$ cat src/tpdc_pkg.sv
`default_nettype none
package tpdc_pkg;

    localparam int POS_BITS_DEF = 48;
    localparam int IO_POS_BITS  = 48;
    localparam int QUANT_BITS   = 16;
    localparam int VAL_BITS     = 24;
    localparam int ROUND_BITS   = VAL_BITS + 1;
    localparam int FRAME_BITS   = 16;
    localparam int KIND_BITS    = 3;
    localparam int CFG_IDX_BITS = 2;

    localparam logic [QUANT_BITS-1:0] QUANT_RESET = QUANT_BITS'(512);

    localparam logic [KIND_BITS-1:0] KIND_TIMING = 3'd0;
    localparam logic [KIND_BITS-1:0] KIND_SETPOS = 3'd1;
    localparam logic [KIND_BITS-1:0] KIND_START  = 3'd2;
    localparam logic [KIND_BITS-1:0] KIND_STOP   = 3'd3;
    localparam logic [KIND_BITS-1:0] KIND_PAUSE  = 3'd4;
    localparam logic [KIND_BITS-1:0] KIND_RESUME = 3'd5;
    localparam logic [KIND_BITS-1:0] KIND_TICK   = 3'd6;
    localparam logic [KIND_BITS-1:0] KIND_UNUSED = 3'd7;

    localparam logic [CFG_IDX_BITS-1:0] REG_QUANTUM = 2'd0;
    localparam logic [CFG_IDX_BITS-1:0] REG_LEAD_IN = 2'd1;
    localparam logic [CFG_IDX_BITS-1:0] REG_TAIL    = 2'd2;

endpackage
`default_nettype wire

$ cat src/tpdc_round_unit.sv
`default_nettype none
module tpdc_round_unit (
    input  wire logic                                aclk,
    input  wire logic                                aresetn,
    input  wire logic                                start,
    input  wire logic [tpdc_pkg::VAL_BITS-1:0]       value,
    input  wire logic [tpdc_pkg::QUANT_BITS-1:0]     quantum,
    output logic                                     done,
    output logic [tpdc_pkg::ROUND_BITS-1:0]          result
);

    localparam int VB = tpdc_pkg::VAL_BITS;
    localparam int QB = tpdc_pkg::QUANT_BITS;
    localparam int CB = $clog2(VB);
    localparam logic [CB-1:0] LAST_STEP = CB'(VB - 1);

    typedef enum logic [2:0] {
        RU_IDLE = 3'b001,
        RU_RUN  = 3'b010,
        RU_FIX  = 3'b100
    } ru_state_t;

    ru_state_t           state_reg;
    logic                done_reg;
    logic [CB-1:0]       cnt_reg;
    logic [VB-1:0]       shift_reg;
    logic [VB-1:0]       val_reg;
    logic [QB-1:0]       q_reg;
    logic [QB-1:0]       rem_reg;
    logic [QB-1:0]       rem_next;
    logic [tpdc_pkg::ROUND_BITS-1:0] result_reg;

    logic [QB:0]         trial;
    logic [QB:0]         diff;
    logic [QB-1:0]       pad;

    // one restoring remainder step per cycle, msb first
    always_comb begin
        trial    = {rem_reg, shift_reg[VB-1]};
        diff     = trial - {1'b0, q_reg};
        rem_next = (trial >= {1'b0, q_reg}) ? diff[QB-1:0] : trial[QB-1:0];
        pad      = (rem_reg == '0) ? '0 : (q_reg - rem_reg);
    end

    always_ff @(posedge aclk) begin
        if (!aresetn) begin
            state_reg <= RU_IDLE;
            done_reg  <= 1'b0;
            cnt_reg   <= '0;
        end else begin
            case (state_reg)
                RU_IDLE: begin
                    done_reg <= 1'b0;
                    if (start) begin
                        state_reg <= RU_RUN;
                        cnt_reg   <= '0;
                    end
                end
                RU_RUN: begin
                    cnt_reg <= cnt_reg + 1'b1;
                    if (cnt_reg == LAST_STEP) begin
                        state_reg <= RU_FIX;
                    end
                end
                RU_FIX: begin
                    done_reg  <= 1'b1;
                    state_reg <= RU_IDLE;
                end
                default: begin
                    state_reg <= RU_IDLE;
                    done_reg  <= 1'b0;
                end
            endcase
        end
    end

    always_ff @(posedge aclk) begin
        case (state_reg)
            RU_IDLE: begin
                if (start) begin
                    shift_reg <= value;
                    val_reg   <= value;
                    q_reg     <= quantum;
                    rem_reg   <= '0;
                end
            end
            RU_RUN: begin
                rem_reg   <= rem_next;
                shift_reg <= {shift_reg[VB-2:0], 1'b0};
            end
            RU_FIX: begin
                result_reg <= {1'b0, val_reg} + tpdc_pkg::ROUND_BITS'(pad);
            end
            default: begin
                rem_reg <= rem_reg;
            end
        endcase
    end

    assign done   = done_reg;
    assign result = result_reg;

endmodule
`default_nettype wire

$ cat src/transport_preroll_drain_control.sv
`default_nettype none
// Transport controller for an audio engine: each request on the s_ stream is one command
// (timing update, set position, start, stop, pause, resume or block tick) and yields one
// result on the m_ stream with the audible and render positions after it, the drain flag
// and the delay-line clear flag. From acceptance a command runs through the load, wait and
// apply states; in the wait state the bit-serial remainder unit rounds the lead-in or the
// stop tail up to the block quantum, one dividend bit per cycle. No new request is taken
// before the last command is done: s_tready is high only while no command is in work. A
// finished result waits in the output register without holding up the next request, but
// that next command holds in its apply state until the earlier result has been taken.
// The configuration port is always ready and must only be written while idle.
module transport_preroll_drain_control #(
    parameter int POS_BITS = tpdc_pkg::POS_BITS_DEF
) (
    input  wire logic                                 aclk,
    input  wire logic                                 aresetn,
    input  wire logic                                 s_tvalid,
    output logic                                      s_tready,
    // new_position[47:0], playing[48], frame_count[64:49], zero fill above
    input  wire logic [71:0]                          s_tdata,
    // kind[2:0]
    input  wire logic [tpdc_pkg::KIND_BITS-1:0]       s_tuser,
    output logic                                      m_tvalid,
    input  wire logic                                 m_tready,
    // audible_position[47:0], render_position[95:48], draining[96],
    // clear_delay_lines[97], zero fill above
    output logic [103:0]                              m_tdata,
    input  wire logic                                 cfg_valid,
    output logic                                      cfg_ready,
    input  wire logic [tpdc_pkg::CFG_IDX_BITS-1:0]    cfg_index,
    input  wire logic [tpdc_pkg::VAL_BITS-1:0]        cfg_data
);

    localparam int IOB = tpdc_pkg::IO_POS_BITS;
    localparam int RB  = tpdc_pkg::ROUND_BITS;
    localparam int FB  = tpdc_pkg::FRAME_BITS;
    localparam int QB  = tpdc_pkg::QUANT_BITS;
    localparam int VB  = tpdc_pkg::VAL_BITS;

    typedef enum logic [3:0] {
        ST_IDLE  = 4'b0001,
        ST_LOAD  = 4'b0010,
        ST_WAIT  = 4'b0100,
        ST_APPLY = 4'b1000
    } state_t;

    state_t                          state_reg;
    logic [QB-1:0]                   quant_reg;
    logic [VB-1:0]                   lead_reg;
    logic [VB-1:0]                   tail_reg;

    logic [POS_BITS-1:0]             aud_reg, aud_next;
    logic [POS_BITS-1:0]             rend_reg, rend_next;
    logic                            active_reg, active_next;
    logic [RB-1:0]                   left_reg, left_next;
    logic                            rewind_reg, rewind_next;

    logic [tpdc_pkg::KIND_BITS-1:0]  kind_reg;
    logic [POS_BITS-1:0]             npos_reg;
    logic                            playing_reg;
    logic [FB-1:0]                   frames_reg;

    logic                            mvalid_reg;
    logic [IOB-1:0]                  out_aud_reg;
    logic [IOB-1:0]                  out_rend_reg;
    logic                            out_drain_reg;
    logic                            out_clr_reg;

    logic                            rnd_start;
    logic                            rnd_done;
    logic [RB-1:0]                   rnd_result;
    logic [QB-1:0]                   quant_eff;
    logic [VB-1:0]                   rnd_value;

    logic signed [IOB-1:0]           in_pos;
    logic signed [63:0]              in_pos_ext;
    logic                            do_preroll;
    logic [POS_BITS-1:0]             preroll_base;
    logic [POS_BITS-1:0]             preroll_rend;
    logic [POS_BITS-1:0]             tick_rend;
    logic                            out_free;
    logic                            clr;
    logic signed [POS_BITS-1:0]      aud_s;
    logic signed [POS_BITS-1:0]      rend_s;
    logic signed [63:0]              aud_ext;
    logic signed [63:0]              rend_ext;

    assign quant_eff = (quant_reg == '0) ? QB'(1) : quant_reg;
    assign rnd_value = (kind_reg == tpdc_pkg::KIND_STOP) ? tail_reg : lead_reg;
    assign rnd_start = (state_reg == ST_LOAD);

    tpdc_round_unit u_round (
        .aclk    (aclk),
        .aresetn (aresetn),
        .start   (rnd_start),
        .value   (rnd_value),
        .quantum (quant_eff),
        .done    (rnd_done),
        .result  (rnd_result)
    );

    assign in_pos     = s_tdata[IOB-1:0];
    assign in_pos_ext = 64'(in_pos);
    assign out_free   = !mvalid_reg || m_tready;

    always_comb begin
        aud_next    = aud_reg;
        rend_next   = rend_reg;
        active_next = active_reg;
        left_next   = left_reg;
        rewind_next = rewind_reg;
        do_preroll  = 1'b0;
        preroll_base = aud_reg;
        tick_rend   = rend_reg + POS_BITS'(frames_reg);

        case (kind_reg)
            tpdc_pkg::KIND_TIMING: begin
                do_preroll = playing_reg;
            end
            tpdc_pkg::KIND_SETPOS: begin
                do_preroll   = playing_reg;
                preroll_base = npos_reg;
            end
            tpdc_pkg::KIND_START: begin
                do_preroll   = 1'b1;
                preroll_base = '0;
            end
            tpdc_pkg::KIND_RESUME: begin
                do_preroll = 1'b1;
            end
            default: begin
                do_preroll = 1'b0;
            end
        endcase

        preroll_rend = preroll_base - POS_BITS'(rnd_result);

        case (kind_reg)
            tpdc_pkg::KIND_TIMING, tpdc_pkg::KIND_SETPOS, tpdc_pkg::KIND_PAUSE: begin
                active_next = 1'b0;
                left_next   = '0;
                rewind_next = 1'b0;
                aud_next    = preroll_base;
                rend_next   = do_preroll ? preroll_rend : preroll_base;
            end
            tpdc_pkg::KIND_START, tpdc_pkg::KIND_RESUME: begin
                active_next = 1'b0;
                left_next   = '0;
                rewind_next = 1'b0;
                aud_next    = preroll_base;
                rend_next   = preroll_rend;
            end
            tpdc_pkg::KIND_STOP: begin
                if (tail_reg != '0) begin
                    active_next = 1'b1;
                    left_next   = rnd_result;
                    rewind_next = 1'b1;
                end else begin
                    active_next = 1'b0;
                    left_next   = '0;
                    rewind_next = 1'b0;
                    aud_next    = '0;
                    rend_next   = '0;
                end
            end
            tpdc_pkg::KIND_TICK: begin
                if (active_reg) begin
                    rend_next = tick_rend;
                    if (left_reg > RB'(frames_reg)) begin
                        left_next = left_reg - RB'(frames_reg);
                    end else begin
                        active_next = 1'b0;
                        left_next   = '0;
                        rewind_next = 1'b0;
                        if (rewind_reg) begin
                            aud_next  = '0;
                            rend_next = '0;
                        end
                    end
                end
            end
            default: begin
                aud_next = aud_reg;
            end
        endcase

        clr = (kind_reg != tpdc_pkg::KIND_TICK) && (kind_reg != tpdc_pkg::KIND_UNUSED);
        aud_s    = aud_next;
        rend_s   = rend_next;
        aud_ext  = 64'(aud_s);
        rend_ext = 64'(rend_s);
    end

    always_ff @(posedge aclk) begin
        if (!aresetn) begin
            state_reg  <= ST_IDLE;
            quant_reg  <= tpdc_pkg::QUANT_RESET;
            lead_reg   <= '0;
            tail_reg   <= '0;
            aud_reg    <= '0;
            rend_reg   <= '0;
            active_reg <= 1'b0;
            left_reg   <= '0;
            rewind_reg <= 1'b0;
            mvalid_reg <= 1'b0;
        end else begin
            if (cfg_valid) begin
                case (cfg_index)
                    tpdc_pkg::REG_QUANTUM: quant_reg <= cfg_data[QB-1:0];
                    tpdc_pkg::REG_LEAD_IN: lead_reg  <= cfg_data;
                    tpdc_pkg::REG_TAIL:    tail_reg  <= cfg_data;
                    default:               quant_reg <= quant_reg;
                endcase
            end
            // the apply step below sets valid again when it reloads the output
            if (mvalid_reg && m_tready && state_reg != ST_APPLY) begin
                mvalid_reg <= 1'b0;
            end
            case (state_reg)
                ST_IDLE: begin
                    if (s_tvalid) begin
                        state_reg <= ST_LOAD;
                    end
                end
                ST_LOAD: begin
                    state_reg <= ST_WAIT;
                end
                ST_WAIT: begin
                    if (rnd_done) begin
                        state_reg <= ST_APPLY;
                    end
                end
                ST_APPLY: begin
                    if (out_free) begin
                        aud_reg    <= aud_next;
                        rend_reg   <= rend_next;
                        active_reg <= active_next;
                        left_reg   <= left_next;
                        rewind_reg <= rewind_next;
                        mvalid_reg <= 1'b1;
                        state_reg  <= ST_IDLE;
                    end
                end
                default: begin
                    state_reg <= ST_IDLE;
                end
            endcase
        end
    end

    // request capture and result payload
    always_ff @(posedge aclk) begin
        if (state_reg == ST_IDLE && s_tvalid) begin
            kind_reg    <= s_tuser;
            npos_reg    <= in_pos_ext[POS_BITS-1:0];
            playing_reg <= s_tdata[IOB];
            frames_reg  <= s_tdata[IOB+FB:IOB+1];
        end
        if (state_reg == ST_APPLY && out_free) begin
            out_aud_reg   <= aud_ext[IOB-1:0];
            out_rend_reg  <= rend_ext[IOB-1:0];
            out_drain_reg <= active_next;
            out_clr_reg   <= clr;
        end
    end

    assign s_tready  = (state_reg == ST_IDLE);
    assign cfg_ready = 1'b1;
    assign m_tvalid  = mvalid_reg;
    assign m_tdata   = {6'd0, out_clr_reg, out_drain_reg, out_rend_reg, out_aud_reg};

endmodule
`default_nettype wire
$ cat config.mk
export PLATFORM = sky130hd
export DESIGN_NAME = transport_preroll_drain_control
export DESIGN_NICKNAME = d
export VERILOG_FILES = /design/src/tpdc_pkg.sv /design/src/tpdc_round_unit.sv /design/src/transport_preroll_drain_control.sv
export SDC_FILE = /design/constraint.sdc
export NUM_CORES = 1
export LEC_CHECK = 0
export BUFFER_PORTS_ARGS = -buffer_cell sky130_fd_sc_hd__buf_2
export CORE_MARGIN = 3
export CORE_UTILIZATION = 40
export CTS_BUF_LIST = sky130_fd_sc_hd__clkbuf_8
export DETAILED_ROUTE_END_ITERATION = 10
export SETUP_SLACK_MARGIN = 0.05
export SYNTH_ARGS = -nofsm -noshare
export SYNTH_HDL_FRONTEND = slang
export SYNTH_SLANG_ARGS = --single-unit
$ cat constraint.sdc
create_clock -name aclk -period 5.6 [get_ports aclk]
set_input_delay 0.56 -clock aclk [delete_from_list [all_inputs] [get_ports aclk]]
set_output_delay 0.56 -clock aclk [all_outputs]
set_load 0.02 [all_outputs]
==> results.ini <==
[grt]
track_usage = 0.240
grt_pass1_wl_um = 126000
grt-ovfl-total = 0
top_usage_layer = met2
gr-usage-met2 = 0.390
grt_pass1_vias = 21229
antenna_found_initial = 1
grt_max_degree = 80
gr-usage-met3 = 0.0364
grtUsageMet1 = 0.329

[pwr]
total_power_w = 0.00826
ir_worst_vdd_uv = 208
p_leak_nw = 11.5
powerDensity_mw_per_mm2 = 278

[detailed_routing]
routed_wl_um = 83400
drc = 0
detail_route.iter0.violations = 2241
ant_nets = 0
drt_first_pass_iters = 6
vias = 22172
wl_per_cell_um = 21.9
viasPerCell = 5.81

[timing]
worst-slew-pin-transition_ps = 1270
finalSetupTns_ps = 0
post-route-min-period_ps = 5110
max_freq_ghz = 0.196
drv_slew = 0
finalCritPeriodShare = 0.912
skew_ps = 52.5
whs_ps = 55.0
setup_viol = 0
fin_ws_ps = 493
hold_viol = 0
rsz0062_at_grt = no
slew_headroom = 0.149

[place]
numPortBuffers = 198
gp_congestion = 0.954
place_inst = 3643
pre_cts_ws_ps = -33.5
hpwl_um = 60500

[setup_path]
critical_path_required_ps = 6180
crit_type = register to register
cp_top_family = compound AO/OA/AOI/OAI gates
cp_max_fo = 11
crit_path_frequent_cell = buf_4
crit_arrival_ps = 5690
worst-path-buf-inv = 2
cp_cell_sequence = nor2b_1, nor2b_2, buf_4, a22o_1, ha_1, a21o_1, a21oi_1, nand3b_1, a2111oi_1, buf_4, o21ai_2, and4bb_1, mux2i_1, a2111oi_2, or3_1, o21a_1
cp_slowest_cell = a2111oi_1
critPathMaxStageDelay_ps = 510
cp-end-kind = register
start_kind = register

[logic_synthesis]
netlist_instances = 2715
synth_top_flop_cell = edfxtp_1
synth_warnings = 0
ys_seq_area_frac = 0.468
ys_types = 90
async_reset_ff_frac = 0
syn_avg_cell_area_um2 = 9.57
yosys-top-cells-area = edfxtp_1 (31%), dfxtp_1 (15%), ha_1 (5.1%), a21oi_1 (4.3%), nand2_1 (3.7%)
synth-edff-count = 271
synth.top_cell.area_share = 0.313
yosys.area.top_type = edfxtp_1
ys_ff_latch = 472
syn_area_mm2 = 0.0260

[layout]
nets = 3111
synthToLayoutAreaGrowth_pct = 14.5
drive_gt1_frac = 0.165
fill_cells = 6040
regArea_mm2 = 0.0122
multi_input_area_mm2 = 0.0128
fin_cells = 3814

[job]
max_cap_violations = 0

[die]
dieArea_mm2 = 0.0680
core_mm2 = 0.0637
ioPinCount = 213
std_cell_rows = 92
die_h_um = 261
initial_core_util = 0.408
fp.dieW_um = 261

[clocking]
clkSinkCount = 472
clockBufferDepth = 3
clk_transition_reported_paths_ps = 60
insertion_delay_ps = 690
cts_root_buffer = clkbuf_8
cts_tree = done
numCtsBuffers = 86
cts_max_level = 3

[worst_hold_path]
hold_path.class = input pin to register

[run_status]
status = complete, no violations

[area by class of cell]
class / count / share of cell area
multi-input combinational: 1964 / 0.430
sequential: 472 / 0.409
timing repair buffer: 259 / 0.0495
clock buffer: 102 / 0.0472
tap: 846 / 0.0356
inverter: 111 / 0.0142
clock inverter: 59 / 0.0140
antenna: 1 / 0.0000842
[report_power, final]
part,total (W),switching (W),internal (W)
clock network,0.00343,0.00152,0.00190
registers,0.00381,0.0000497,0.00376
logic,0.00102,0.000671,0.000352
[cell usage in the layout, fill, tap and decap left out, types with 12 or more instances in the layout]
master and count:
o21ai_0 152, nand3_1 51, nor2b_1 33, inv_1 132, o21a_1 36, xnor2_1 72, buf_4 52, o211ai_1 18
mux2i_1 18, a22o_1 71, mux2_2 49, buf_2 198, clkbuf_8 102, edfxtp_1 271, nand2b_1 41, dfxtp_1 201
a22oi_1 66, a221oi_1 14, and3_1 24, a21o_1 36, nand2_1 257, nand3b_1 15, nor3_1 62, o21ba_2 12
nand4_1 25, and2_1 16, or3_1 16, nor2_1 235, xor2_1 43, a21oi_1 225, a222oi_1 13, a211oi_1 16
nor4_1 30, ha_1 105, clkinv_2 16, a221o_1 12, o31ai_1 13
[final timing paths]
path	to	slack (ps)	from	cells past startpoint
max	rend_reg[43]$_SDFFE_PN0P_	490	kind_reg[0]$_DFFE_PP_	16
min	npos_reg[37]$_DFFE_PP_	60	s_tdata[37]	1
max reg2reg	rend_reg[43]$_SDFFE_PN0P_	490	kind_reg[0]$_DFFE_PP_	16
min reg2reg	lead_reg[18]$_SDFFE_PN0P_	450	lead_reg[18]$_SDFFE_PN0P_	2
[Yosys cell counts, drive strengths merged, types with 7 or more instances]
cell type,n
or3,16
xor2,43
o21ai,163
a31oi,11
a211oi,17
nand4,25
and2,18
a21oi,225
o22ai,9
a2111oi,11
o211ai,18
a22o,71
o31ai,13
dfxtp,201
nand3b,15
nor3,65
mux2,49
buf,28
or2,13
and3,24
a22oi,66
a221o,12
nor2,236
ha,105
nand3,52
inv,110
o21ba,12
o221a,7
edfxtp,271
nand2,258
and4,10
a222oi,13
nor3b,11
o21bai,11
nor2b,35
nand2b,42
nor4,31
a21o,36
clkbuf,145
xnor2,72
mux2i,18
a221oi,14
o21a,36
[per-layer routing]
metal  wire length [um]  vias up
met5                  0        -
met4               2070        0
met3               6100      123
met2              39300      948
met1              35900    10726
li1                   -    10375
[logic make-up after synthesis]
kind of cell               share of synthesized area
muxes                                         0.0282
and+or+nand+nor                                0.161
DFF                                            0.468
buffers and inverters                         0.0434
AOI/OAI and AO/OA                              0.205
xor gates and xnor gates                      0.0388
other                                       0.000289
adders and majority gates                     0.0552
[what timing repair did]
action,CTS,global route
hold buffers,9,0
pin swaps,0,0
endpoints found under the hold margin,9,0
gates resized for setup,1,4
endpoints found under the setup margin,6,11
buffers inserted,0,0
[stage by stage]
stage | area, um^2 | utilization
final | 29700 | 0.467
after global placement | 27800 | 0.437
after CTS | 29700 | 0.467
after floorplan | 26000 | -
after detailed placement | 27800 | 0.437
after global routing | 29700 | 0.467
(Power assumes the default switching activity.)
